## config.mk

```make
export PLATFORM = sky130hd
export DESIGN_NAME = gwan_table
export DESIGN_NICKNAME = d
export VERILOG_FILES = /design/src/design/gossip_weighted_average_node_macros.svh /design/src/design/gwan_pkg.sv /design/src/design/gwan_table.sv
export SDC_FILE = /design/constraint.sdc
export NUM_CORES = 2
export LEC_CHECK = 0
export BUFFER_PORTS_ARGS = -buffer_cell sky130_fd_sc_hd__buf_2
export CORE_AREA = 2 2 716 504
export CTS_BUF_LIST = sky130_fd_sc_hd__clkbuf_2 sky130_fd_sc_hd__clkbuf_4 sky130_fd_sc_hd__clkbuf_8
export DETAILED_ROUTE_END_ITERATION = 7
export DIE_AREA = 0 0 718 506
export PLACE_DENSITY = 0.68
export SLEW_MARGIN = 10
export SYNTH_ARGS = -nofsm -noshare
export SYNTH_HDL_FRONTEND = slang
export SYNTH_MEMORY_MAX_BITS = 65536
export SYNTH_SLANG_ARGS = --single-unit
```

## constraint.sdc

```tcl
create_clock -name clk -period 62.3 [get_ports clk]
set_input_delay 12.46 -clock clk [delete_from_list [all_inputs] [get_ports clk]]
set_output_delay 12.46 -clock clk [all_outputs]
set_load 0.01 [all_outputs]
```

## src/design/gossip_weighted_average_node_macros.svh

```systemverilog
// Assertion helpers for the gossip average node.
`ifndef GOSSIP_WEIGHTED_AVERAGE_NODE_MACROS_SVH
`define GOSSIP_WEIGHTED_AVERAGE_NODE_MACROS_SVH
`ifndef SYNTHESIS
`define GWAN_ASSERT_HOLD(label, ante, cons) \
  label: assert property (@(posedge clk) disable iff (!rst_n) (ante) |-> (cons)) \
    else $error("gossip node assertion failed");
`define GWAN_ASSERT_NEXT(label, ante, cons) \
  label: assert property (@(posedge clk) disable iff (!rst_n) (ante) |=> (cons)) \
    else $error("gossip node assertion failed");
`else
`define GWAN_ASSERT_HOLD(label, ante, cons)
`define GWAN_ASSERT_NEXT(label, ante, cons)
`endif
`endif

```

## src/design/gwan_pkg.sv

```systemverilog
package gwan_pkg;

  localparam int V_W   = 48;
  localparam int OP_W  = 49;
  localparam int DEN_W = 50;
  localparam int ACC_W = 98;
  localparam int CNT_W = $clog2(ACC_W);

  localparam logic [2:0] OP_RECV = 3'd0;
  localparam logic [2:0] OP_SEND = 3'd1;
  localparam logic [2:0] OP_UP   = 3'd2;
  localparam logic [2:0] OP_DOWN = 3'd3;
  localparam logic [2:0] OP_VC   = 3'd4;

  localparam logic [1:0] ST_OK   = 2'd0;
  localparam logic [1:0] ST_FULL = 2'd1;
  localparam logic [1:0] ST_ZERO = 2'd2;
  localparam logic [1:0] ST_NONE = 2'd3;

  localparam logic [16:0] QUANTUM_RST = 17'd2731;

  localparam logic signed [V_W-1:0] S48MAX = {1'b0, {(V_W-1){1'b1}}};
  localparam logic signed [V_W-1:0] S48MIN = {1'b1, {(V_W-1){1'b0}}};

  typedef struct packed {
    logic [63:0]              key;
    logic [47:0]              addr;
    logic signed [V_W-1:0]    sent_v;
    logic signed [V_W-1:0]    sent_w;
    logic signed [V_W-1:0]    recv_v;
    logic signed [V_W-1:0]    recv_w;
  } entry_t;

  typedef struct packed {
    logic signed [OP_W-1:0]  v1;
    logic signed [OP_W-1:0]  w1;
    logic signed [OP_W-1:0]  v2;
    logic signed [OP_W-1:0]  w2;
    logic signed [DEN_W-1:0] den;
  } arith_req_t;

  typedef struct packed {
    logic                  busy;
    logic                  done;
    logic signed [V_W-1:0] quo;
    logic [V_W-1:0]        rem;
  } arith_rsp_t;

  function automatic logic signed [V_W-1:0] clamp48(input logic signed [DEN_W-1:0] x);
    logic signed [DEN_W-1:0] hi;
    logic signed [DEN_W-1:0] lo;
    hi = DEN_W'(S48MAX);
    lo = DEN_W'(S48MIN);
    if (x > hi) return S48MAX;
    else if (x < lo) return S48MIN;
    else return x[V_W-1:0];
  endfunction

  function automatic logic [OP_W-1:0] mag_op(input logic signed [OP_W-1:0] x);
    return x[OP_W-1] ? OP_W'(-x) : OP_W'(x);
  endfunction

endpackage

```

## src/design/gwan_table.sv

```systemverilog
module gwan_table #(
  parameter int DEPTH = 16,
  parameter int IW    = 4
) (
  input  logic             clk,
  input  logic             we,
  input  logic [IW-1:0]    waddr,
  input  gwan_pkg::entry_t wdata,
  input  logic [IW-1:0]    raddr,
  output gwan_pkg::entry_t rdata
);
  import gwan_pkg::*;

  entry_t mem [DEPTH];
  entry_t rdata_r;

  always_ff @(posedge clk) begin
    if (we) begin
      mem[waddr] <= wdata;
    end
    rdata_r <= mem[raddr];
  end

  assign rdata = rdata_r;

endmodule

```

==> summary.txt <==
Drt
  • Via density per instance: 6.18
  • Wire per inst: 31.1 µm
  • Vias: 89100
  • Drt first pass iters: 5
  • Antenna viol nets, final: 0
  • WL final: 449 mm
  • Initial drt markers: 10800
  • Drt drc: 0

Global routing
  • Vias in the first global route: 91500
  • Total GRT Usage: 24.4%
  • Largest net degree at the start of global routing: 157
  • Initial antenna violation count: 140
  • Grt ovf: 0
  • First-pass GRT wire length: 644 mm

Logic synthesis
  • Synthesized area per cell: 23.8 µm²
  • Synth unique cells: 27
  • Post-synthesis cell count: 7906
  • Register bit total from synthesis: 5168
  • Synth Warn #: 0
  • Cell Area, Synth: 188000 µm²
  • Syn nets: 8220
  • Sequential area share after synthesis: 80.7%

Timing
  • Worst rel slew slack: 21.3%
  • Slew Limit Fails: 0
  • Setup TNS: 0 ns
  • Worst Skew: 0.0472 ns
  • Final setup margin: 44.07 ns
  • Hold slack: 0.639 ns
  • Tcrit/Tclk final: 29.3%
  • Crit path time final: 18.23 ns
  • Slew @ Worst Pin: 1.18 ns
  • RSZ-0062 raised after global routing: no
  • Final hold vios: 0
  • Setup-failing EPs final: 0
  • Fmax: 54.9 MHz

Worst setup path
  • CP Data Arrival Time: 19.28 ns
  • CP endpoint kind: flip-flop
  • FF-to-FF setup slack: 60.71 ns
  • Startpoint Class: primary input
  • Worst EP required: 63.35 ns
  • R2R cell count: 3
  • Most frequent CP cell: buf_4
  • Critical-path cell list: buf_12 > buf_4 > buf_4 > buf_12 > buf_4 > buf_4 > buf_4 > mux4_2 > a22oi_1 > nand2_1
  • WP depth: 10
  • Crit path max fanout: 108
  • Slowest CP cell: buf_4
  • CP max stage delay: 0.92 ns
  • Top delay family on crit path: buffers and inverters
  • Buf/Inv on CP: 7
  • WS Path Type: in2reg

Clocking
  • Setup bufs post-CTS: 0
  • Clock latency on the worst-skew pair: 1.22 ns
  • Bufs on Longest Clock Path: 4
  • CTS tree: yes
  • Worst-path clk slew: 0.06 ns
  • CTS sink cnt: 5168
  • CTS resizes: 0
  • CTS buffer count: 733
  • Post-CTS Hold Buffers: 0
  • Clock root buffer: clkbuf_8
  • H-tree levels: 6

Place
  • Placed cell count: 13000
  • Port bufs: 617
  • Post-DP HPWL: 225 mm
  • GPL Wtd Cong: 0.741
  • Pre-CTS WS: 42.63 ns

Min path
  • Worst hold path type: reg2reg
  • Min-Delay Path Depth: 3

Floorplan
  • Die Y: 506 µm
  • Die Footprint: 363000 µm²
  • Initial Util: 52.8%
  • Core Area: 357000 µm²
  • Row cnt: 184
  • Die Width: 718 µm
  • IO Pins: 618

Final layout
  • Area growth syn-to-layout: 12.6%
  • Share of layout cells above drive strength 1: 34.5%
  • Most frequent cells in the layout: 4864 x edfxtp_1, 1141 x mux4_2, 806 x clkbuf_8, 613 x buf_2, 525 x a22oi_1
  • Final nets: 9326
  • Final non-filler cell total: 14400
  • Commonest non-fill, non-tap cell in the layout: edfxtp_1

Pwr
  • Peak VDD IR: 23.6 µV
  • Static Leakage: 68.4 nW
  • P per Cell Area: 32.7 nW/µm²
  • Power, Total: 0.00693 W

Status
  • Status: completed

Job
  • MaxCap Viol Count: 0
synthesized netlist by cell type (all sizes together):
cell type  number  area share [%]
edfxtp       4864              78
mux4         1141              14
a22oi         525             2.1
dfxtp         304             3.2
buf           251            0.79
nand2         231            0.46
clkbuf        170            0.34
mux2          142            0.85
nor2b          51            0.17
mux2i          46            0.24
o221ai         45            0.21
o21ai          37           0.098
nand2b         34            0.11
a221oi         30            0.14
nor2           15           0.031
o22a            8           0.037
nor3            4           0.011
and2            3           0.010
nand3b          2          0.0080
nand3           1          0.0027
or2             1          0.0033
or3b            1          0.0046
path summary, 6_finish.rpt:
check / start / endpoint
worst max-delay path: raddr[0] / rdata[193]
worst min-delay path: mem[6][134] / rdata[134]
worst max register to register: mem[5][84] / rdata[84]
worst min register to register: mem[6][134] / rdata[134]
area by class of cell:
| type | instances | area (µm²) |
|---|---|---|
| Sequential cell | 5168 | 152000 |
| Fill cell | 24800 | 145000 |
| Multi-Input combinational cell | 2317 | 34300 |
| Clock buffer | 1103 | 13300 |
| Tap cell | 4743 | 5930 |
| Timing Repair Buffer | 792 | 4740 |
| Clock inverter | 253 | 1540 |
| Antenna cell | 57 | 143 |
per-layer routing:
metal | vias to the layer above | share of wire, % | GRT usage, %
met5 | - | 0.11 | 0
met4 | 80 | 2.5 | 6.55
met3 | 799 | 9.0 | 5.11
met2 | 4191 | 47 | 37.7
met1 | 47900 | 41 | 36.1
li1 | 36200 | - | -
through the flow:
step | area, µm² | utilization (%)
after floorplan | 188000 | -
after global placement | 197000 | 55.2
after detailed placement | 197000 | 55.2
after CTS | 212000 | 59.4
after global routing | 212000 | 59.4
final | 212000 | 59.4
state kept, by name, summed over array words and instances (netlist names):
| signal | cells |
|---|---|
| mem | 4864 |
| rdata | 304 |
worst reg2reg max path, stage by stage, from the launching register on:
cell and delay (ns):
edfxtp_1 0.41, mux4_2 0.49, a22oi_1 0.19, nand2_1 0.29
report_power, final:
part	internal, W	switching, W	total, W
Clock	0.00140	0.00127	0.00267
Sequential	0.00389	0.0000304	0.00392
Combinational	0.000134	0.000211	0.000345
kinds of logic (layout without fill, tap and decap cells):
kind of cell | after synthesis | count (layout) | synth area share, %
other | 0 | 57 | 0
AO/OA/AOI/OAI | 645 | 645 | 2.58
buffers and inverters | 421 | 2148 | 1.13
flip-flops | 5168 | 5168 | 80.7
AND/OR/NAND/NOR | 343 | 343 | 0.813
multiplexers | 1329 | 1329 | 14.7
Power figures use the tool's default switching activity.
