===== config.mk =====
export PLATFORM = sky130hd
export DESIGN_NAME = gwan_arith
export DESIGN_NICKNAME = d
export VERILOG_FILES = /design/src/design/gossip_weighted_average_node_macros.svh /design/src/design/gwan_pkg.sv /design/src/design/gwan_arith.sv
export SDC_FILE = /design/constraint.sdc
export NUM_CORES = 2
export LEC_CHECK = 0
export ABC_AREA = 1
export BUFFER_PORTS_ARGS = -buffer_cell sky130_fd_sc_hd__buf_2
export CAP_MARGIN = 10
export CORE_ASPECT_RATIO = 0.9
export CORE_MARGIN = 2
export CORE_UTILIZATION = 50
export DETAILED_ROUTE_END_ITERATION = 8
export PLACE_DENSITY_LB_ADDON = 0.2
export SYNTH_ARGS = -nofsm -noshare
export SYNTH_HDL_FRONTEND = slang
export SYNTH_SLANG_ARGS = --single-unit

===== constraint.sdc =====
create_clock -name clk -period 19.8 [get_ports clk]
set_clock_uncertainty 0.15 [all_clocks]
set_input_delay 0 -clock clk [delete_from_list [all_inputs] [get_ports clk]]
set_output_delay 0 -clock clk [all_outputs]
set_load 0.02 [all_outputs]

===== src/design/gossip_weighted_average_node_macros.svh =====
// Assertion helpers for the gossip average node.
`ifndef GOSSIP_WEIGHTED_AVERAGE_NODE_MACROS_SVH
`define GOSSIP_WEIGHTED_AVERAGE_NODE_MACROS_SVH
`ifndef SYNTHESIS
`define GWAN_ASSERT_HOLD(label, ante, cons) \
  label: assert property (@(posedge clk) disable iff (!rst_n) (ante) |-> (cons)) \
    else $error("gossip node assertion failed");
`define GWAN_ASSERT_NEXT(label, ante, cons) \
  label: assert property (@(posedge clk) disable iff (!rst_n) (ante) |=> (cons)) \
    else $error("gossip node assertion failed");
`else
`define GWAN_ASSERT_HOLD(label, ante, cons)
`define GWAN_ASSERT_NEXT(label, ante, cons)
`endif
`endif


===== src/design/gwan_pkg.sv =====
package gwan_pkg;

  localparam int V_W   = 48;
  localparam int OP_W  = 49;
  localparam int DEN_W = 50;
  localparam int ACC_W = 98;
  localparam int CNT_W = $clog2(ACC_W);

  localparam logic [2:0] OP_RECV = 3'd0;
  localparam logic [2:0] OP_SEND = 3'd1;
  localparam logic [2:0] OP_UP   = 3'd2;
  localparam logic [2:0] OP_DOWN = 3'd3;
  localparam logic [2:0] OP_VC   = 3'd4;

  localparam logic [1:0] ST_OK   = 2'd0;
  localparam logic [1:0] ST_FULL = 2'd1;
  localparam logic [1:0] ST_ZERO = 2'd2;
  localparam logic [1:0] ST_NONE = 2'd3;

  localparam logic [16:0] QUANTUM_RST = 17'd2731;

  localparam logic signed [V_W-1:0] S48MAX = {1'b0, {(V_W-1){1'b1}}};
  localparam logic signed [V_W-1:0] S48MIN = {1'b1, {(V_W-1){1'b0}}};

  typedef struct packed {
    logic [63:0]              key;
    logic [47:0]              addr;
    logic signed [V_W-1:0]    sent_v;
    logic signed [V_W-1:0]    sent_w;
    logic signed [V_W-1:0]    recv_v;
    logic signed [V_W-1:0]    recv_w;
  } entry_t;

  typedef struct packed {
    logic signed [OP_W-1:0]  v1;
    logic signed [OP_W-1:0]  w1;
    logic signed [OP_W-1:0]  v2;
    logic signed [OP_W-1:0]  w2;
    logic signed [DEN_W-1:0] den;
  } arith_req_t;

  typedef struct packed {
    logic                  busy;
    logic                  done;
    logic signed [V_W-1:0] quo;
    logic [V_W-1:0]        rem;
  } arith_rsp_t;

  function automatic logic signed [V_W-1:0] clamp48(input logic signed [DEN_W-1:0] x);
    logic signed [DEN_W-1:0] hi;
    logic signed [DEN_W-1:0] lo;
    hi = DEN_W'(S48MAX);
    lo = DEN_W'(S48MIN);
    if (x > hi) return S48MAX;
    else if (x < lo) return S48MIN;
    else return x[V_W-1:0];
  endfunction

  function automatic logic [OP_W-1:0] mag_op(input logic signed [OP_W-1:0] x);
    return x[OP_W-1] ? OP_W'(-x) : OP_W'(x);
  endfunction

endpackage


===== src/design/gwan_arith.sv =====
module gwan_arith (
  input  logic                 clk,
  input  logic                 rst_n,
  input  logic                 start,
  input  gwan_pkg::arith_req_t req,
  output gwan_pkg::arith_rsp_t rsp
);
  import gwan_pkg::*;

  localparam logic [1:0] A_IDLE = 2'd0;
  localparam logic [1:0] A_MUL  = 2'd1;
  localparam logic [1:0] A_PREP = 2'd2;
  localparam logic [1:0] A_DIV  = 2'd3;

  logic [1:0]              st_r;
  logic                    phase_r;
  logic [CNT_W-1:0]        cnt_r;
  logic [ACC_W-1:0]        a_r;
  logic [OP_W-1:0]         b_r;
  logic                    neg_r;
  logic signed [ACC_W-1:0] acc_r;
  logic signed [OP_W-1:0]  v2_r;
  logic signed [OP_W-1:0]  w2_r;
  logic [DEN_W-1:0]        dmag_r;
  logic                    dneg_r;
  logic [ACC_W-1:0]        num_r;
  logic [DEN_W-1:0]        rem_r;
  logic [ACC_W-1:0]        quo_r;
  logic                    qneg_r;
  logic                    done_r;

  logic signed [ACC_W-1:0] acc_add;
  logic [DEN_W-1:0]        rem_sh;
  logic                    ge;
  logic                    big;

  always_comb begin
    if (b_r[0]) begin
      acc_add = neg_r ? acc_r - $signed(a_r) : acc_r + $signed(a_r);
    end else begin
      acc_add = acc_r;
    end
    rem_sh = {rem_r[DEN_W-2:0], num_r[ACC_W-1]};
    ge     = rem_sh >= dmag_r;
    big    = |quo_r[ACC_W-1:V_W-1];
  end

  always_ff @(posedge clk) begin
    if (!rst_n) begin
      st_r   <= A_IDLE;
      done_r <= 1'b0;
    end else begin
      done_r <= 1'b0;
      unique case (st_r)
        A_IDLE: begin
          if (start) begin
            a_r     <= ACC_W'(mag_op(req.v1));
            b_r     <= mag_op(req.w1);
            neg_r   <= req.v1[OP_W-1] ^ req.w1[OP_W-1];
            v2_r    <= req.v2;
            w2_r    <= req.w2;
            acc_r   <= '0;
            dmag_r  <= req.den[DEN_W-1] ? DEN_W'(-req.den) : DEN_W'(req.den);
            dneg_r  <= req.den[DEN_W-1];
            phase_r <= 1'b0;
            cnt_r   <= '0;
            st_r    <= A_MUL;
          end
        end
        A_MUL: begin
          acc_r <= acc_add;
          if (cnt_r == CNT_W'(OP_W-1)) begin
            cnt_r <= '0;
            if (!phase_r) begin
              a_r     <= ACC_W'(mag_op(v2_r));
              b_r     <= mag_op(w2_r);
              neg_r   <= v2_r[OP_W-1] ^ w2_r[OP_W-1];
              phase_r <= 1'b1;
            end else begin
              st_r <= A_PREP;
            end
          end else begin
            a_r   <= a_r << 1;
            b_r   <= b_r >> 1;
            cnt_r <= cnt_r + 1'b1;
          end
        end
        A_PREP: begin
          num_r  <= acc_r[ACC_W-1] ? ACC_W'(-acc_r) : ACC_W'(acc_r);
          qneg_r <= acc_r[ACC_W-1] ^ dneg_r;
          rem_r  <= '0;
          quo_r  <= '0;
          cnt_r  <= '0;
          st_r   <= A_DIV;
        end
        A_DIV: begin
          rem_r <= ge ? rem_sh - dmag_r : rem_sh;
          quo_r <= {quo_r[ACC_W-2:0], ge};
          num_r <= num_r << 1;
          if (cnt_r == CNT_W'(ACC_W-1)) begin
            st_r   <= A_IDLE;
            done_r <= 1'b1;
          end else begin
            cnt_r <= cnt_r + 1'b1;
          end
        end
        default: st_r <= A_IDLE;
      endcase
    end
  end

  always_comb begin
    rsp.busy = st_r != A_IDLE;
    rsp.done = done_r;
    rsp.rem  = rem_r[V_W-1:0];
    if (!qneg_r) begin
      rsp.quo = big ? S48MAX : $signed(quo_r[V_W-1:0]);
    end else begin
      rsp.quo = big ? S48MIN : -$signed(quo_r[V_W-1:0]);
    end
  end

endmodule


==> impl_metrics.csv <==
group,metric,value,unit
routing,wl,220000,µm
worst_setup_path,cpMaxStageDelayCell,"a21oi_4",
yosys,synth-simple-area-share,35.69,%
timing,slew_headroom,23.16,%
yosys,ys_ff_latch,652,
yosys,syn_area_per_cell,6.608,µm²
yosys,yosysSeqAreaShare,35.73,%
clock_network,htreeDepth,3,
die,initial_utilization,50.23,%
power,internal_power,4.268,mW
global_route,grt.overflow.total,0,
placement,gp_congestion,1.037,
clock_network,cts.sinks,652,
yosys,synth_top_family_by_area,"simple AND/OR/NAND/NOR gates",
yosys,yosys_warnings,0,
routing,postRouteAntennaNets,0,
yosys,async_flop_share,0,%
routing,firstDrtPassIters,8,
power,p_leak,29.93,nW
yosys,synth_cell_types,57,
power,p_clk_share,15.8,%
die,fp.dieW,352.7,µm
final_layout,areaGrowthSynthToFinish,18.63,%
placement,io_buffer_count,346,
timing,slew_viol_final,0,
global_route,antenna_found_initial,31,
yosys,synth-compound-area-share,9.715,%
placement,hpwl,167900,µm
die,dieHeight,317.8,µm
worst_setup_path,path_class,"reg2reg",
worst_setup_path,crit_path_end_kind,"flip-flop",
worst_setup_path,cp.required,19.95,ns
worst_setup_path,cp_cell_sequence,"inv_1 > ha_4 > buf_4 > inv_2 > nor2_4 > buf_4 > inv_2 > buf_4 > a21oi_4 > buf_4",
power,p_per_area,136.7,nW/µm²
yosys,synth_top_flop_cell,"edfxtp_1",
routing,vias,59837,
power,swShare,51.89,%
power,pwr-share-seq,28.0,%
yosys,synth_edf_count,649,
final_layout,nets,9418,
yosys,synth_area,54710,µm²
clock_network,cts_buffer_depth,3,
power,p_comb_share,56.2,%
timing,rsz0062_at_grt,"no",
yosys,synth_xor_area_share,3.986,%
timing,finalHoldViolCount,0,
worst_setup_path,critPathArrivalTime,5.66,ns
placement,post-place-cells,9896,
worst_setup_path,cp_common_cell,"buf_4",
yosys,synthMuxAreaShare,0,%
yosys,synthTopCellsByArea,"edfxtp_1 36%, nand2_1 16%, inv_1 9.1%, nor2_1 8.6%, nand3_1 5.3%",
routing,wl_per_cell,20.85,µm
clock_network,cts_tree,"built",
power,max-vdd-ir-drop,0.00009586,V
job,max_cap_viol_count,0,
global_route,grt_max_degree,215,
power,p_sw,4.603,mW
timing,min_period_over_period,27.82,%
clock_network,cts_buffers,77,
global_route,grt_pass1_wl,328300,µm
clock_network,cts-root-buf,"clkbuf_16",
global_route,grt_use_total,38.17,%
routing,vias_per_cell,5.669,
clock_network,cts_resized,0,
die,row_count,115,
global_route,grt_pass1_vias,55325,
yosys,synthAdderAreaFrac,3.778,%
timing,setup_viol,0,
yosys,synth_area_leader_cell,"edfxtp_1",
final_layout,fin_cells,10556,
clock_network,path_clk_slew,0.07,ns
timing,tns,0,ns
worst_setup_path,critPathLaunchType,"flip-flop",
timing,worst_slew_pin_slew,1.153,ns
timing,fmax,181.5,MHz
die,core_area,108900,µm²
yosys,synth.top_cell.area_share,35.62,%
timing,period_minus_slack,5.509,ns
die,dieArea,112100,µm²
yosys,syn-instance-count,8280,
hold_path,hp-class,"in2reg",
clock_network,clk-insertion-delay-late,0.70,ns
routing,route.detailed.drc,0,
status,status,"finished, final reports clean",
die,pin_count,347,
yosys,synth_nets,8693,
worst_setup_path,crit_family,"buffers and inverters",
final_layout,drive_gt1_share,6.309,%
worst_setup_path,cpPeakStageDelay,0.86,ns
routing,drt_iter0_drc,7895,
worst_setup_path,worst-path-max-fanout,81,
worst_setup_path,path_buf_inv,7,
-- power groups by stage --
stage	Sequential, mW	Clock, mW	Combinational, mW
floorplan	2.40	0	3.20
global placement	2.47	0	4.64
global route	2.51	1.46	5.45
detailed placement	2.48	0	4.67
finish	2.48	1.40	4.99
CTS	2.45	1.41	4.81
-- per-stage QoR --
stage	cell area (µm²)	utilization, %	worst slack [ns]	power [mW]	hold WS (ns)
finish	64900	59.59	14.29	8.871	0.1215
global placement	57550	52.83	14.61	7.108	0.02670
floorplan	54710	-	0.2523	5.607	-0.05113
global route	64890	59.57	14.05	9.418	0.09906
CTS	64830	59.52	14.48	8.678	0.07310
detailed placement	57550	52.83	14.50	7.151	0.02808
-- cells in the final DEF (no fill, tap or decap), drive strengths merged, types with 32 or more instances in the layout --
cell and instances:
a21oi 371, buf 378, clkbuf 93, clkinv 34
dlygate4sd3 492, edfxtp 649, ha 162, inv 1337
nand2 2399, nand3 581, nand4 221, nor2 1270
nor3 130, nor4 32, o211ai 43, o21ai 404
o21bai 36, o31ai 40, xnor2 57, xor2 192
-- cell usage after synthesis, types with 12 or more instances --
| cell | number |
|---|---|
| inv_1 | 1322 |
| o21ai_1 | 15 |
| o211ai_1 | 43 |
| xor2_1 | 192 |
| nand4_1 | 220 |
| clkbuf_1 | 127 |
| nand2_1 | 2394 |
| nor4_1 | 32 |
| edfxtp_1 | 649 |
| buf_2 | 16 |
| or2_2 | 19 |
| a31oi_1 | 14 |
| ha_1 | 162 |
| o21ai_0 | 384 |
| nand3b_1 | 25 |
| nor2_1 | 1248 |
| nor3_1 | 126 |
| o21bai_1 | 36 |
| nor2_2 | 16 |
| nand3_1 | 575 |
| xnor2_1 | 57 |
| o221ai_1 | 12 |
| buf_4 | 49 |
| buf_1 | 28 |
| o31ai_1 | 39 |
| a21oi_1 | 370 |
-- flip-flops by register name, summed over array words and instances, names as in the netlist --
signal,flops
st_r,2
b_r,49
v2_r,49
qneg_r,1
a_r,98
dmag_r,50
acc_r,98
cnt_r,7
w2_r,49
phase_r,1
done_r,1
neg_r,1
rem_r,49
quo_r,98
dneg_r,1
num_r,98
-- worst min-delay path, delay by kind of cell --
kind | cells | cell delay [ns]
xor gates and xnor gates | 1 | 0.10
buffers and inverters | 2 | 0.68
-- layer usage --
layer / global-route usage [%] / part of all wire, % / vias up
li1: - / - / 28261
met1: 51.70 / 41 / 27364
met2: 58.19 / 43 / 3508
met3: 8.138 / 10 / 698
met4: 17.95 / 5.5 / 6
met5: 0 / 0.017 / -
-- path summary, 6_finish.rpt --
kind | from | endpoint | slack, ns | cells after the start
hold / removal | req[10] | dmag_r[10]$_DFFE_PP_ | 0.12 | 3
setup reg to reg | st_r[1]$_SDFFE_PN0P_ | a_r[93]$_SDFFCE_PN0P_ | 14.29 | 10
hold reg to reg | num_r[88]$_DFFE_PP_ | num_r[89]$_DFFE_PP_ | 0.37 | 2
setup / recovery | st_r[1]$_SDFFE_PN0P_ | a_r[93]$_SDFFCE_PN0P_ | 14.29 | 10
-- logic make-up (layout without fill, tap and decap cells) --
logic type / after synthesis / count (layout)
simple gates: 4700 / 4700
buf+inv: 1555 / 2341
compound gates: 960 / 960
flops: 652 / 652
xor+xnor: 249 / 249
fa+ha+maj: 164 / 164
other cells: 0 / 28
-- final cells by class --
type	count	area, µm²
Antenna cell	28	70.07
Inverter	1331	4997
Fill cell	10301	44020
Clock buffer	93	2008
Sequential cell	652	19550
Clock inverter	47	355.3
Multi-Input combinational cell	6073	29170
Tap cell	1462	1829
Timing Repair Buffer	870	6922
-- what timing repair did --
item,CTS,global route
hold endpoints to repair,375,0
hold buffers,492,0
buffers inserted,0,0
No activity file was read; power rests on OpenSTA's default activity.
